==> src/stp_pkg.sv <==
// Package with the payload types, command/status types and constants of the permutation unit.
`timescale 1ns / 1ps

package stp_pkg;

  typedef struct packed {
    logic [5:0] year_offset;
    logic [3:0] month;
    logic [4:0] day;
    logic [4:0] hour;
    logic [5:0] minute;
  } in_data_t;

  typedef struct packed {
    logic [4:0] shown_hour;
    logic [5:0] shown_minute;
  } out_data_t;

  // Controller to datapath commands.
  typedef struct packed {
    logic load;
    logic seed_day;
    logic seed_hour;
    logic start_hour;
    logic start_min;
    logic sel_min;
    logic gen;
    logic rd;
    logic wr;
    logic commit;
    logic look;
    logic out_load;
  } cmd_t;

  // Datapath to controller status.
  typedef struct packed {
    logic hour_rebuild;
    logic minute_rebuild;
    logic last;
  } status_t;

  localparam int          ADDR_W         = 3;
  localparam logic        REG_REF_YEAR   = 1'b0;
  localparam logic [11:0] REF_YEAR_RESET = 12'd2020;

  localparam logic [31:0] YEAR_SCALE  = 32'd10000;
  localparam logic [31:0] MONTH_SCALE = 32'd100;
  localparam logic [31:0] HOUR_SCALE  = 32'd100;

  localparam int XS_A = 13;
  localparam int XS_B = 17;
  localparam int XS_C = 5;

endpackage

==> src/stp_ram.sv <==
// Generic single-write, single-read RAM with registered read-first output.
`timescale 1ns / 1ps

module stp_ram #(
  parameter int WIDTH = 8,
  parameter int DEPTH = 32
) (
  input  logic                     clk,
  input  logic                     we,
  input  logic [$clog2(DEPTH)-1:0] waddr,
  input  logic [WIDTH-1:0]         wdata,
  input  logic [$clog2(DEPTH)-1:0] raddr,
  output logic [WIDTH-1:0]         rdata
);

  logic [WIDTH-1:0] mem_r [DEPTH];
  logic [WIDTH-1:0] rdata_r;

  always_ff @(posedge clk) begin
    if (we) begin
      mem_r[waddr] <= wdata;
    end
    rdata_r <= mem_r[raddr];
  end

  assign rdata = rdata_r;

endmodule

==> src/stp_ctrl.sv <==
// Controller state machine: sequences seeding, table rebuilds, lookup and result delivery.
`timescale 1ns / 1ps

module stp_ctrl (
  input  logic            clk,
  input  logic            rst_n,
  input  logic            in_valid,
  output logic            in_stall,
  output logic            out_valid,
  input  logic            out_stall,
  input  stp_pkg::status_t status,
  output stp_pkg::cmd_t    cmd
);

  import stp_pkg::*;

  typedef enum logic [3:0] {
    ST_IDLE,
    ST_SEED_DAY,
    ST_SEED_HOUR,
    ST_CHK_H,
    ST_CHK_M,
    ST_GEN,
    ST_RD,
    ST_WR,
    ST_LOOK,
    ST_LOOK_OUT
  } state_t;

  state_t state_r;
  logic   sel_min_r;
  logic   out_valid_r;
  logic   out_free;

  assign out_free = !out_valid_r || !out_stall;

  always_comb begin
    cmd            = '0;
    cmd.load       = (state_r == ST_IDLE) && in_valid;
    cmd.seed_day   = (state_r == ST_SEED_DAY);
    cmd.seed_hour  = (state_r == ST_SEED_HOUR);
    cmd.start_hour = (state_r == ST_CHK_H) && status.hour_rebuild;
    cmd.start_min  = (state_r == ST_CHK_M) && status.minute_rebuild;
    cmd.sel_min    = sel_min_r;
    cmd.gen        = (state_r == ST_GEN);
    cmd.rd         = (state_r == ST_RD);
    cmd.wr         = (state_r == ST_WR);
    cmd.commit     = (state_r == ST_WR) && status.last;
    cmd.look       = (state_r == ST_LOOK) || (state_r == ST_LOOK_OUT);
    cmd.out_load   = (state_r == ST_LOOK_OUT) && out_free;
  end

  assign in_stall  = (state_r != ST_IDLE);
  assign out_valid = out_valid_r;

  always_ff @(posedge clk) begin
    if (!rst_n) begin
      state_r     <= ST_IDLE;
      sel_min_r   <= 1'b0;
      out_valid_r <= 1'b0;
    end else begin
      // output register: load wins, otherwise drop once taken
      if (cmd.out_load) begin
        out_valid_r <= 1'b1;
      end else if (!out_stall) begin
        out_valid_r <= 1'b0;
      end

      unique case (state_r)
        ST_IDLE: begin
          if (in_valid) begin
            state_r <= ST_SEED_DAY;
          end
        end
        ST_SEED_DAY:  state_r <= ST_SEED_HOUR;
        ST_SEED_HOUR: state_r <= ST_CHK_H;
        ST_CHK_H: begin
          sel_min_r <= 1'b0;
          state_r   <= status.hour_rebuild ? ST_GEN : ST_CHK_M;
        end
        ST_CHK_M: begin
          sel_min_r <= 1'b1;
          state_r   <= status.minute_rebuild ? ST_GEN : ST_LOOK;
        end
        ST_GEN: state_r <= ST_RD;
        ST_RD:  state_r <= ST_WR;
        ST_WR: begin
          if (!status.last) begin
            state_r <= ST_RD;
          end else if (sel_min_r) begin
            state_r <= ST_LOOK;
          end else begin
            state_r <= ST_CHK_M;
          end
        end
        ST_LOOK: state_r <= ST_LOOK_OUT;
        ST_LOOK_OUT: begin
          if (out_free) begin
            state_r <= ST_IDLE;
          end
        end
        default: state_r <= ST_IDLE;
      endcase
    end
  end

endmodule

==> src/stp_dp.sv <==
// Datapath: seed arithmetic, held seeds, xorshift shuffle engine, table RAMs and result register.
`timescale 1ns / 1ps

module stp_dp #(
  parameter int HOUR_SLOTS   = 24,
  parameter int MINUTE_SLOTS = 60
) (
  input  logic               clk,
  input  logic               rst_n,
  input  stp_pkg::in_data_t  in_data,
  input  logic [11:0]        ref_year,
  input  stp_pkg::cmd_t      cmd,
  output stp_pkg::status_t   status,
  output stp_pkg::out_data_t out_data
);

  import stp_pkg::*;

  localparam int MAXS = (HOUR_SLOTS > MINUTE_SLOTS) ? HOUR_SLOTS : MINUTE_SLOTS;
  localparam int IW   = $clog2(MAXS);
  localparam int PW   = 33 + IW;
  localparam int HW   = $clog2(HOUR_SLOTS);
  localparam int MW   = $clog2(MINUTE_SLOTS);
  localparam logic [6:0]    HOUR_LIM = 7'(HOUR_SLOTS);
  localparam logic [6:0]    MIN_LIM  = 7'(MINUTE_SLOTS);
  localparam logic [IW-1:0] HOUR_LAST = IW'(HOUR_SLOTS - 1);
  localparam logic [IW-1:0] MIN_LAST  = IW'(MINUTE_SLOTS - 1);

  function automatic logic [31:0] xorshift(input logic [31:0] s);
    logic [31:0] t;
    t = s ^ (s << XS_A);
    t = t ^ (t >> XS_B);
    t = t ^ (t << XS_C);
    return t;
  endfunction

  // j = (s * cnt) >> 32, held at or below cnt - 1
  function automatic logic [IW-1:0] pick(input logic [31:0] s, input logic [IW:0] cnt);
    logic [PW-1:0] prod;
    logic [IW:0]   j;
    logic [IW:0]   idx;
    prod = PW'(s) * PW'(cnt);
    j    = prod[PW-1:32];
    idx  = cnt - (IW+1)'(1);
    if (j > idx) begin
      j = idx;
    end
    return j[IW-1:0];
  endfunction

  in_data_t      in_r;
  logic [31:0]   day_seed_r;
  logic [31:0]   hour_seed_r;
  logic [31:0]   hseed_r;
  logic [31:0]   mseed_r;
  logic          hvalid_r;
  logic          mvalid_r;
  logic [31:0]   s_r;
  logic [IW-1:0] i_r;
  logic [IW-1:0] j_r;
  out_data_t     out_r;

  logic [12:0]   year_sum;
  logic [31:0]   day_seed_nxt;
  logic [31:0]   s_adv;
  logic [IW:0]   cnt_gen;
  logic [IW:0]   cnt_wr;

  logic          h_we;
  logic [HW-1:0] h_waddr;
  logic [HW-1:0] h_wdata;
  logic [HW-1:0] h_raddr;
  logic [HW-1:0] h_rdata;
  logic          m_we;
  logic [MW-1:0] m_waddr;
  logic [MW-1:0] m_wdata;
  logic [MW-1:0] m_raddr;
  logic [MW-1:0] m_rdata;
  logic [IW-1:0] sel_rdata;
  logic          hr_ok;
  logic          mn_ok;

  assign year_sum     = {7'd0, in_r.year_offset} + {1'b0, ref_year};
  assign day_seed_nxt = 32'(year_sum) * YEAR_SCALE + 32'(in_r.month) * MONTH_SCALE
                        + 32'(in_r.day);
  assign s_adv        = xorshift(s_r);
  assign cnt_gen      = {1'b0, i_r} + (IW+1)'(1);
  assign cnt_wr       = {1'b0, i_r} + (IW+1)'(2);

  assign status.hour_rebuild   = !hvalid_r || (day_seed_r != hseed_r);
  assign status.minute_rebuild = !mvalid_r || (hour_seed_r != mseed_r);
  assign status.last           = (i_r == (cmd.sel_min ? MIN_LAST : HOUR_LAST));

  always_ff @(posedge clk) begin
    if (cmd.load) begin
      in_r <= in_data;
    end
    if (cmd.seed_day) begin
      day_seed_r <= day_seed_nxt;
    end
    if (cmd.seed_hour) begin
      hour_seed_r <= day_seed_r * HOUR_SCALE + 32'(in_r.hour);
    end
    if (cmd.start_hour) begin
      s_r <= day_seed_r;
      i_r <= '0;
    end else if (cmd.start_min) begin
      s_r <= hour_seed_r;
      i_r <= '0;
    end else if (cmd.gen) begin
      s_r <= s_adv;
      j_r <= pick(s_adv, cnt_gen);
    end else if (cmd.wr) begin
      // advance to the next slot and draw its swap partner
      s_r <= s_adv;
      i_r <= i_r + IW'(1);
      j_r <= pick(s_adv, cnt_wr);
    end
    if (cmd.out_load) begin
      out_r <= {(hr_ok ? 5'(h_rdata) : 5'd0), (mn_ok ? 6'(m_rdata) : 6'd0)};
    end
  end

  always_ff @(posedge clk) begin
    if (!rst_n) begin
      hseed_r  <= '0;
      mseed_r  <= '0;
      hvalid_r <= 1'b0;
      mvalid_r <= 1'b0;
    end else if (cmd.commit) begin
      if (cmd.sel_min) begin
        mseed_r  <= hour_seed_r;
        mvalid_r <= 1'b1;
      end else begin
        hseed_r  <= day_seed_r;
        hvalid_r <= 1'b1;
      end
    end
  end

  // Slot step: RD writes i at j and reads the old entry; WR moves it to i.
  assign sel_rdata = cmd.sel_min ? IW'(m_rdata) : IW'(h_rdata);

  always_comb begin
    h_we    = 1'b0;
    m_we    = 1'b0;
    h_waddr = HW'(j_r);
    m_waddr = MW'(j_r);
    h_wdata = HW'(i_r);
    m_wdata = MW'(i_r);
    if (cmd.rd) begin
      h_we = !cmd.sel_min;
      m_we = cmd.sel_min;
    end else if (cmd.wr) begin
      h_waddr = HW'(i_r);
      m_waddr = MW'(i_r);
      h_wdata = HW'(sel_rdata);
      m_wdata = MW'(sel_rdata);
      h_we    = !cmd.sel_min && (j_r != i_r);
      m_we    = cmd.sel_min && (j_r != i_r);
    end
  end

  assign h_raddr = cmd.look ? HW'(in_r.hour) : HW'(j_r);
  assign m_raddr = cmd.look ? MW'(in_r.minute) : MW'(j_r);
  assign hr_ok   = {2'd0, in_r.hour} < HOUR_LIM;
  assign mn_ok   = {1'd0, in_r.minute} < MIN_LIM;

  stp_ram #(
    .WIDTH (HW),
    .DEPTH (HOUR_SLOTS)
  ) u_hour_ram (
    .clk   (clk),
    .we    (h_we),
    .waddr (h_waddr),
    .wdata (h_wdata),
    .raddr (h_raddr),
    .rdata (h_rdata)
  );

  stp_ram #(
    .WIDTH (MW),
    .DEPTH (MINUTE_SLOTS)
  ) u_minute_ram (
    .clk   (clk),
    .we    (m_we),
    .waddr (m_waddr),
    .wdata (m_wdata),
    .raddr (m_raddr),
    .rdata (m_rdata)
  );

  assign out_data = out_r;

endmodule

==> src/seeded_time_permutation_unit.sv <==
// Top level of the seeded time permutation unit: register port, controller and datapath.
`timescale 1ns / 1ps
// Usage:
//   Input channel (in_valid / in_stall / in_data): one date-and-time transaction is
//   taken when in_valid is high and in_stall low. in_stall stays high while an item
//   is being worked on; one item is in flight at a time.
//   Result channel (out_valid / out_stall / out_data): one result per input, held in
//   an output register until taken, so a new input can be taken while it waits.
//   An item steps through seeding, the hour and minute seed checks, a rebuild of
//   each table whose seed does not match, and the lookup before its result loads.
//   Each rebuild slot is done in the RD and WR steps on the single write port of
//   its table RAM: write i at j while reading the old entry, then move it to i.
//   The next input can be taken in the cycle after the result loads.
//   Register port (APB style, pready always high): reference_year at address 0.
//   Reset (synchronous, rst_n low): reference_year returns to 2020, both tables are
//   marked invalid so the first item rebuilds them; table contents are not cleared.
//   A stalled receiver holds the result; the block finishes its next item and waits.
module seeded_time_permutation_unit #(
  parameter int HOUR_SLOTS   = 24,
  parameter int MINUTE_SLOTS = 60
) (
  input  logic                              clk,
  input  logic                              rst_n,
  input  logic                              in_valid,
  output logic                              in_stall,
  input  stp_pkg::in_data_t                 in_data,
  output logic                              out_valid,
  input  logic                              out_stall,
  output stp_pkg::out_data_t                out_data,
  input  logic                              psel,
  input  logic                              penable,
  input  logic                              pwrite,
  input  logic [stp_pkg::ADDR_W-1:0]        paddr,
  input  logic [31:0]                       pwdata,
  output logic [31:0]                       prdata,
  output logic                              pready
);

  import stp_pkg::*;

  logic [11:0] ref_year_r;
  cmd_t        cmd;
  status_t     status;

  // Register port: write on the access phase, read back combinationally.
  assign pready = 1'b1;
  assign prdata = (paddr[2] == REG_REF_YEAR) ? {20'd0, ref_year_r} : 32'd0;

  always_ff @(posedge clk) begin
    if (!rst_n) begin
      ref_year_r <= REF_YEAR_RESET;
    end else if (psel && penable && pwrite && pready && (paddr[2] == REG_REF_YEAR)) begin
      ref_year_r <= pwdata[11:0];
    end
  end

  // Sequencer: owns the handshakes and steps the datapath.
  stp_ctrl u_ctrl (
    .clk       (clk),
    .rst_n     (rst_n),
    .in_valid  (in_valid),
    .in_stall  (in_stall),
    .out_valid (out_valid),
    .out_stall (out_stall),
    .status    (status),
    .cmd       (cmd)
  );

  // Seeds, shuffle engine, permutation tables and result register.
  stp_dp #(
    .HOUR_SLOTS   (HOUR_SLOTS),
    .MINUTE_SLOTS (MINUTE_SLOTS)
  ) u_dp (
    .clk      (clk),
    .rst_n    (rst_n),
    .in_data  (in_data),
    .ref_year (ref_year_r),
    .cmd      (cmd),
    .status   (status),
    .out_data (out_data)
  );

endmodule

==> config.mk <==
export PLATFORM = sky130hd
export DESIGN_NAME = seeded_time_permutation_unit
export DESIGN_NICKNAME = d
export VERILOG_FILES = /design/src/stp_pkg.sv /design/src/stp_ram.sv /design/src/stp_ctrl.sv /design/src/stp_dp.sv /design/src/seeded_time_permutation_unit.sv
export SDC_FILE = /design/constraint.sdc
export NUM_CORES = 2
export LEC_CHECK = 0
export BUFFER_PORTS_ARGS = -buffer_cell sky130_fd_sc_hd__buf_2
export CELL_PAD_IN_SITES_DETAIL_PLACEMENT = 1
export CELL_PAD_IN_SITES_GLOBAL_PLACEMENT = 1
export CORE_ASPECT_RATIO = 0.7
export CORE_MARGIN = 5
export CORE_UTILIZATION = 52
export DETAILED_ROUTE_END_ITERATION = 6
export GPL_TIMING_DRIVEN = 0
export PLACE_DENSITY_LB_ADDON = 0.1
export SYNTH_ARGS = -nofsm -noshare
export SYNTH_HDL_FRONTEND = slang
export SYNTH_HIERARCHICAL = 1
export SYNTH_SLANG_ARGS = --single-unit
==> constraint.sdc <==
create_clock -name clk -period 11.4 [get_ports clk]
set_input_delay 2.28 -clock clk [delete_from_list [all_inputs] [get_ports clk]]
set_output_delay 2.28 -clock clk [all_outputs]
set_load 0.02 [all_outputs]
======== Yosys cells after proc, flatten, opt, wreduce, memory -nomap -nowiden ========
Memories as Yosys holds them, arrays and structs flattened. A register that Yosys moved wholly into a read port is not among the register bits.
Cells that the tools add are included.
word-level totals
  bits of input ports ..................... 68
  RAM bits ................................ 480
  logic and storage cells ................. 133
  memories kept ........................... 2
  output and inout bits ................... 46
  flip-flop bits (word level) ............. 229
  bits in read-only memories .............. 0
  bits in latches ......................... 0
operators by class
  equal/unequal tests ..................... 16
  multiplexer cells ....................... 39
  $mul .................................... 5
  add/sub/neg operators ................... 9
  shift operators ......................... 0
  divide/modulo/power cells ............... 0
  bitwise gates (word level) .............. 8
  reduce and logical (&&, ||, !) cells .... 30
  order comparisons ....................... 4
memories
  name                     depth  bits a word  read ports  clocked after memory_dff  write ports  RTL line       source
  u_dp.u_minute_ram.mem_r  60     6            1           1                         1            stp_ram.sv:16  logic [WIDTH-1:0] mem_r [DEPTH];
  u_dp.u_hour_ram.mem_r    24     5            1           1                         1            stp_ram.sv:16
operator list
  kind                    count
  $mux 32                 4
  $mul 32x7->39           2
  $mux 6                  11
  $add 32x5->32           2
  $ne 32x32->1            2
  $xor 32x32->32          2
  $pmux 4 s10             1
  $mul 32x5->30 const B   1
  $xor 32x15->32          1
  $add 27x11->28          1
  $mux 5                  5
  $mul 13x10->23 const B  1
  $mux 4                  5
  $eq 4x3->1 const B      4
  $gt 7x7->1              2
  $sub 7x1->7 const B     2
  $add 6x12->13           1
  $mux 12                 1
  $mux 1                  11
  $logic_and 1x1->1       10
  $mul 4x5->9 const B     1
  $eq 4x2->1 const B      2
  $eq 4x4->1 const B      2
  $reduce_and 2->1        4
  19 further kinds        33

======== Longest topological paths before layout ========
  depth in word-level cells ............... 8
  depth in mapped cells ................... 36
  gate-level depth less buffers ........... 34

======== Hierarchy ========
Netlist, hierarchy kept.
modules (own cells, without submodules)
  module                        instances  area each (sq um)  sequential area each (sq um)  cells each
  stp_dp                        1          29437.0            5465.2                        3380
  stp_ram (u_dp.u_minute_ram)   1          14361.3            10930.5                       682
  stp_ram (u_dp.u_hour_ram)     1          4901.0             3703.6                        284
  seeded_time_permutation_unit  1          783.3              240.2                         89
  stp_ctrl                      1          467.9              120.1                         63

======== Worst setup path after synthesis ========
OpenSTA, ideal clock, no wires.
  kind .................................... flip-flop to flip-flop
  from .................................... register u_dp.s_r[6]
  to ...................................... register u_dp.j_r[0], data pin
  setup slack ............................. 2970 ps
  data arrival time ....................... 8256 ps
  cell stages (with the launch flop) ...... 33
  path buffers ............................ 1
  period minus slack after synthesis ...... 8430 ps
  setup time .............................. 175 ps
  required time ........................... 11225 ps
  cell sequence ........................... edfxtp_1 > xor2_1 > xnor2_1 > xnor2_1 > clkbuf_1 > nor2_1 > fa_1 > inv_1 > fa_1 > inv_1 > fa_1 > inv_1 > fa_1 > inv_1 > ha_1 > a21o_1 > a21o_1 > a211o_1 > a2111oi_0 > o211ai_1 > o211a_1 > o21a_1 > o21a_1 > or3_1 > nor2b_1 > ha_1 > nor2b_1 > o21ai_0 > nand2_1 > o21ai_0 > mux2_2 > a22o_1 > a311oi_1
between the ends
  word-level cells in the longest chain between the ends .. 8
  elaborated cells on any way between the ends .. 11
  classes of those cells .................. 2 x mul; 2 x order compare; 4 x mux; 3 x bitwise
ends and longest elaborated chain
  what                      RTL line       source
  start: declaration        stp_dp.sv:58   logic [31:0] s_r;
  start signal: assignment  stp_dp.sv:105  s_r <= day_seed_r;
  start signal: assignment  stp_dp.sv:108  s_r <= hour_seed_r;
  start signal: assignment  stp_dp.sv:111  s_r <= s_adv;
  $xor 32x32->32 *          stp_dp.sv:31   t = s ^ (s << XS_A);
  $xor 32x15->32 *          stp_dp.sv:32   t = t ^ (t >> XS_B);
  $xor 32x32->32 *          stp_dp.sv:33   t = t ^ (t << XS_C);
  $mul 32x7->39             stp_dp.sv:42   prod = PW'(s) * PW'(cnt);
  $gt 7x7->1                stp_dp.sv:45   if (j > idx) begin
  $mux 6                    stp_dp.sv:45
  $mux 6                    stp_dp.sv:113  end else if (cmd.wr) begin
  $mux 6 *                  stp_dp.sv:110  end else if (cmd.gen) begin
  end signal: assignment    stp_dp.sv:112  j_r <= pick(s_adv, cnt_gen);
  end signal: assignment    stp_dp.sv:117  j_r <= pick(s_adv, cnt_wr);
  end: declaration          stp_dp.sv:60   logic [IW-1:0] j_r;
Every way passes the cells marked *; elsewhere a longest branch is shown, timed or not. The select of a mux whose other input is x is not followed.
A chain may end at the register's enable or synchronous reset.

======== Final worst setup path ========
  from .................................... register u_dp.i_r[0]
  to ...................................... register u_dp.j_r[1], data pin
between the ends
  elaborated cells on any way between the ends .. 12
  classes of those cells .................. 4 x add/sub; 2 x mul; 2 x order compare; 4 x mux
RTL lines
  what                                          RTL line                    source
  start: declaration                            stp_dp.sv:59                logic [IW-1:0] i_r;
  start signal: assignment                      stp_dp.sv:116               i_r <= i_r + IW'(1);
  $add 6x1->7 *                                 stp_dp.sv:87                assign cnt_gen = {1'b0, i_r} + (IW+1)'(1);
  via u_dp.cnt_gen[0]                           stp_dp.sv:66                logic [IW:0] cnt_gen;
  $mul 32x7->39 or $sub 7x1->7 (tied branches)  stp_dp.sv:42, stp_dp.sv:44
  $gt 7x7->1                                    stp_dp.sv:45
  $mux 6 *                                      stp_dp.sv:45
  $mux 6 *                                      stp_dp.sv:110
Mark *: on every way through the listed nets, which the timed path passes. The rest lies on a longest branch. The select of a mux whose other input is x is not followed.

==> flow_summary.yaml <==
power_and_ir_drop:
  leakagePower_nw: 23.11
  powerDensity_nw_per_um2: 300.0
  irDropWorstVdd_mv: 0.3631
global_routing:
  met3_usage_pct: 10.49
  grt_use_met2_pct: 41.79
  gr-total-overflow: 0
  grt_pass1_vias: 37010
  grt_max_degree: 41
  antenna_found_initial: 8
  grt.busiest_layer: "met1"
  grt_usage_pct: 29.55
  grt_use_met1_pct: 43.99
  grt_pass1_wl_um: 229900
synthesis:
  ys_seq_elements: 714
  netlist_area_um2: 49950
  synth_edf_count: 616
  synth_top_cells_by_count: "inv_1, edfxtp_1, nand2_1, nor2_1, fa_1"
  yosys.area.top_type_share_pct: 37.03
  async_flop_share_pct: 0
  syn_area_per_cell_um2: 11.11
  yosysTopAreaCell: "edfxtp_1"
  synthFlopType: "edfxtp_1"
  ys_seq_area_share_pct: 40.96
  synthDistinctLibCells: 92
  synth.most_common_cell: "inv_1"
  synthTopCellsByArea: "edfxtp_1, fa_1, ha_1"
  synth_cells: 4498
  yosys_warnings: 6
detailed_routing:
  ant_nets: 0
  vias: 35290
  drt-total-wl_um: 151800
  drt_iter0_drc: 3617
  route.detailed.drc: 0
  drt-pass1-iter-count: 5
  wl_per_cell_um: 25.29
  via_per_inst: 5.878
layout:
  seq_area_um2: 20460
  drive_gt1_share_pct: 8.989
  final_util_pct: 57.27
  area_growth_pct: 9.714
  multiInputGateArea_um2: 26170
  nets: 5395
  final.fill_count: 10140
timing:
  fmaxAchievable_mhz: 92.99
  setup_viol: 0
  final.setup_skew_ps: 42.78
  relSlewSlack_pct: 3.092
  period_needed_ps: 10750
  hold_viol: 0
  period_share_pct: 94.33
  slew_viol_final: 0
  hold-worst-slack_ps: 421.4
  worstMarginPinSlew_ps: 1449
  rsz0062_at_grt: "no"
job:
  cap_violations: 0
die:
  die_height_um: 269.3
  start_util_pct: 52.20
  num_rows: 95
  die-area_um2: 102500
  core-area_um2: 95690
  die_w_um: 380.4
  ios: 114
clock_network:
  cts-buffers-inserted: 73
  cts_tree: "done"
  hold_buffers: 0
  clk_path_buf_depth: 3
  root_buffer: "clkbuf_16"
  insertion_delay_ps: 680
  path_clk_slew_ps: 60
  htreeDepth: 3
  cts_sinks: 714
outcome:
  outcome: "finished clean"
critical_path:
  max_stage_delay_ps: 590
  rrSetupSlack_ps: 650
  cp.arrival_ps: 11200
  cp.required_ps: 11850
  startpoint_type: "flop"
  end_kind: "flop"
  cp_num_buf_inv: 8
  path_delay_family: "compound AO/OA/AOI/OAI gates"
  criticalPathCategory: "flop to flop"
  worstPathMaxFanout: 11
  crit_slowest_cell: "dfxtp_1"
placed_design:
  dpl.hpwl_um: 117500
  gp_congestion: 0.9317
  io_buffers: 70
hold_path:
  hold_path_class: "flop to flop"
final timing paths:
path | startpoint | end | depth (start not counted)
max reg2reg | u_dp/i_r[0] | u_dp/j_r[1] | 34
min | u_dp/in_r[11] | u_dp/day_seed_r[0] | 0
max | u_dp/i_r[0] | u_dp/j_r[1] | 34
min reg2reg | u_dp/in_r[11] | u_dp/day_seed_r[0] | 0
power breakdown:
part           total, mW  switching, mW  internal (mW)  leakage (nW)
clock network       2.39           1.10           1.28          1.13
registers           3.59          0.298           3.29          6.93
logic               10.5           6.68           3.78          15.1
total               16.4           8.08           8.36          23.1
worst reg2reg max path: cells and delay by family, from the launching register on:
family / cells / cell delay, ps
flops: 1 / 590
buf+inv: 8 / 2330
fa+ha+maj: 7 / 2940
compound gates: 13 / 3550
simple gates: 6 / 1100
routing by layer:
metal / vias to the layer above / wire length [µm] / part of all wire, %
li1: 15490 / - / -
met1: 18050 / 67960 / 45
met2: 1535 / 63110 / 42
met3: 202 / 17560 / 12
met4: 8 / 3030 / 2.0
met5: - / 171 / 0.11
stage by stage:
step | setup TNS (ps) | setup WS, ps | cells | total power [mW] | instance area [µm²]
after CTS | 0 | 579.8 | 5999 | 16.42 | 54760
after detailed placement | 0 | 665.5 | 5867 | 13.98 | 52400
after floorplan | 0 | 2970 | 4517 | 10.99 | 50020
after global routing | 0 | 56.05 | 6000 | 17.81 | 54800
after global placement | -971.8 | -252.1 | 5848 | 13.60 | 51950
final | 0 | 646.6 | 6003 | 16.44 | 54800
repair_timing:
action                                  4_1_cts  5_1_grt
endpoints found under the hold margin         0        0
setup buffers                                 0        0
endpoints found under the setup margin        0        5
resized for setup                             0        6
cells by family (layout without fill, tap and decap cells):
group	count (synthesis)	in the layout	share of synthesized area, %
AOI/OAI and AO/OA	477	477	6.443
xor gates and xnor gates	319	319	5.621
adders and majority gates	645	645	21.36
buffers and inverters	861	1083	7.059
DFF	714	714	40.96
muxes	212	212	6.876
other	3	25	0.02254
and+or+nand+nor	1267	1267	11.66
registers in the layout (all words and copies together), names as in the netlist:
name	count
u_dp/mvalid_r	1
u_dp/s_r	32
u_dp/u_minute_ram/rdata	6
u_dp/i_r	6
u_dp/hvalid_r	1
u_dp/out_data	11
u_dp/u_hour_ram/rdata	5
ref_year_r	12
u_ctrl/state_r	4
u_ctrl/out_valid	1
u_dp/hseed_r	29
u_dp/in_r	26
u_dp/u_minute_ram/mem_r	360
u_dp/mseed_r	32
u_ctrl/sel_min_r	1
u_dp/u_hour_ram/mem_r	120
u_dp/j_r	6
u_dp/hour_seed_r	32
u_dp/day_seed_r	29
layout by cell type (no fill, tap or decap), types with 18 or more instances in the layout:
| cell type | count |
|---|---|
| clkbuf_1 | 147 |
| edfxtp_1 | 616 |
| mux2_2 | 25 |
| xnor2_1 | 201 |
| a22oi_1 | 18 |
| buf_4 | 33 |
| a21oi_1 | 105 |
| a211oi_1 | 19 |
| mux2i_1 | 87 |
| nor2b_1 | 57 |
| o21ai_0 | 69 |
| buf_2 | 80 |
| fa_1 | 346 |
| nand3_1 | 62 |
| a21o_1 | 51 |
| nor2_1 | 365 |
| nand2b_1 | 62 |
| dfxtp_1 | 98 |
| nand2_1 | 475 |
| ha_1 | 299 |
| nand4_1 | 39 |
| mux4_2 | 92 |
| and3_1 | 25 |
| nor3_1 | 45 |
| and2_1 | 27 |
| inv_1 | 667 |
| clkbuf_16 | 73 |
| conb_1 | 22 |
| xor2_1 | 111 |
| or2_2 | 20 |
| a21boi_0 | 64 |
cell type report:
type / count / share of cell area, %
multi-input cells: 2942 / 47.75
flip-flops and latches: 714 / 37.33
inverters: 669 / 4.582
clock buffers: 102 / 3.660
well taps: 1261 / 2.879
plain buffers: 192 / 1.856
repair buffers: 90 / 1.290
clock inverters: 30 / 0.6347
diodes: 3 / 0.01370
Note: power is estimated with default switching activity, not from simulation.
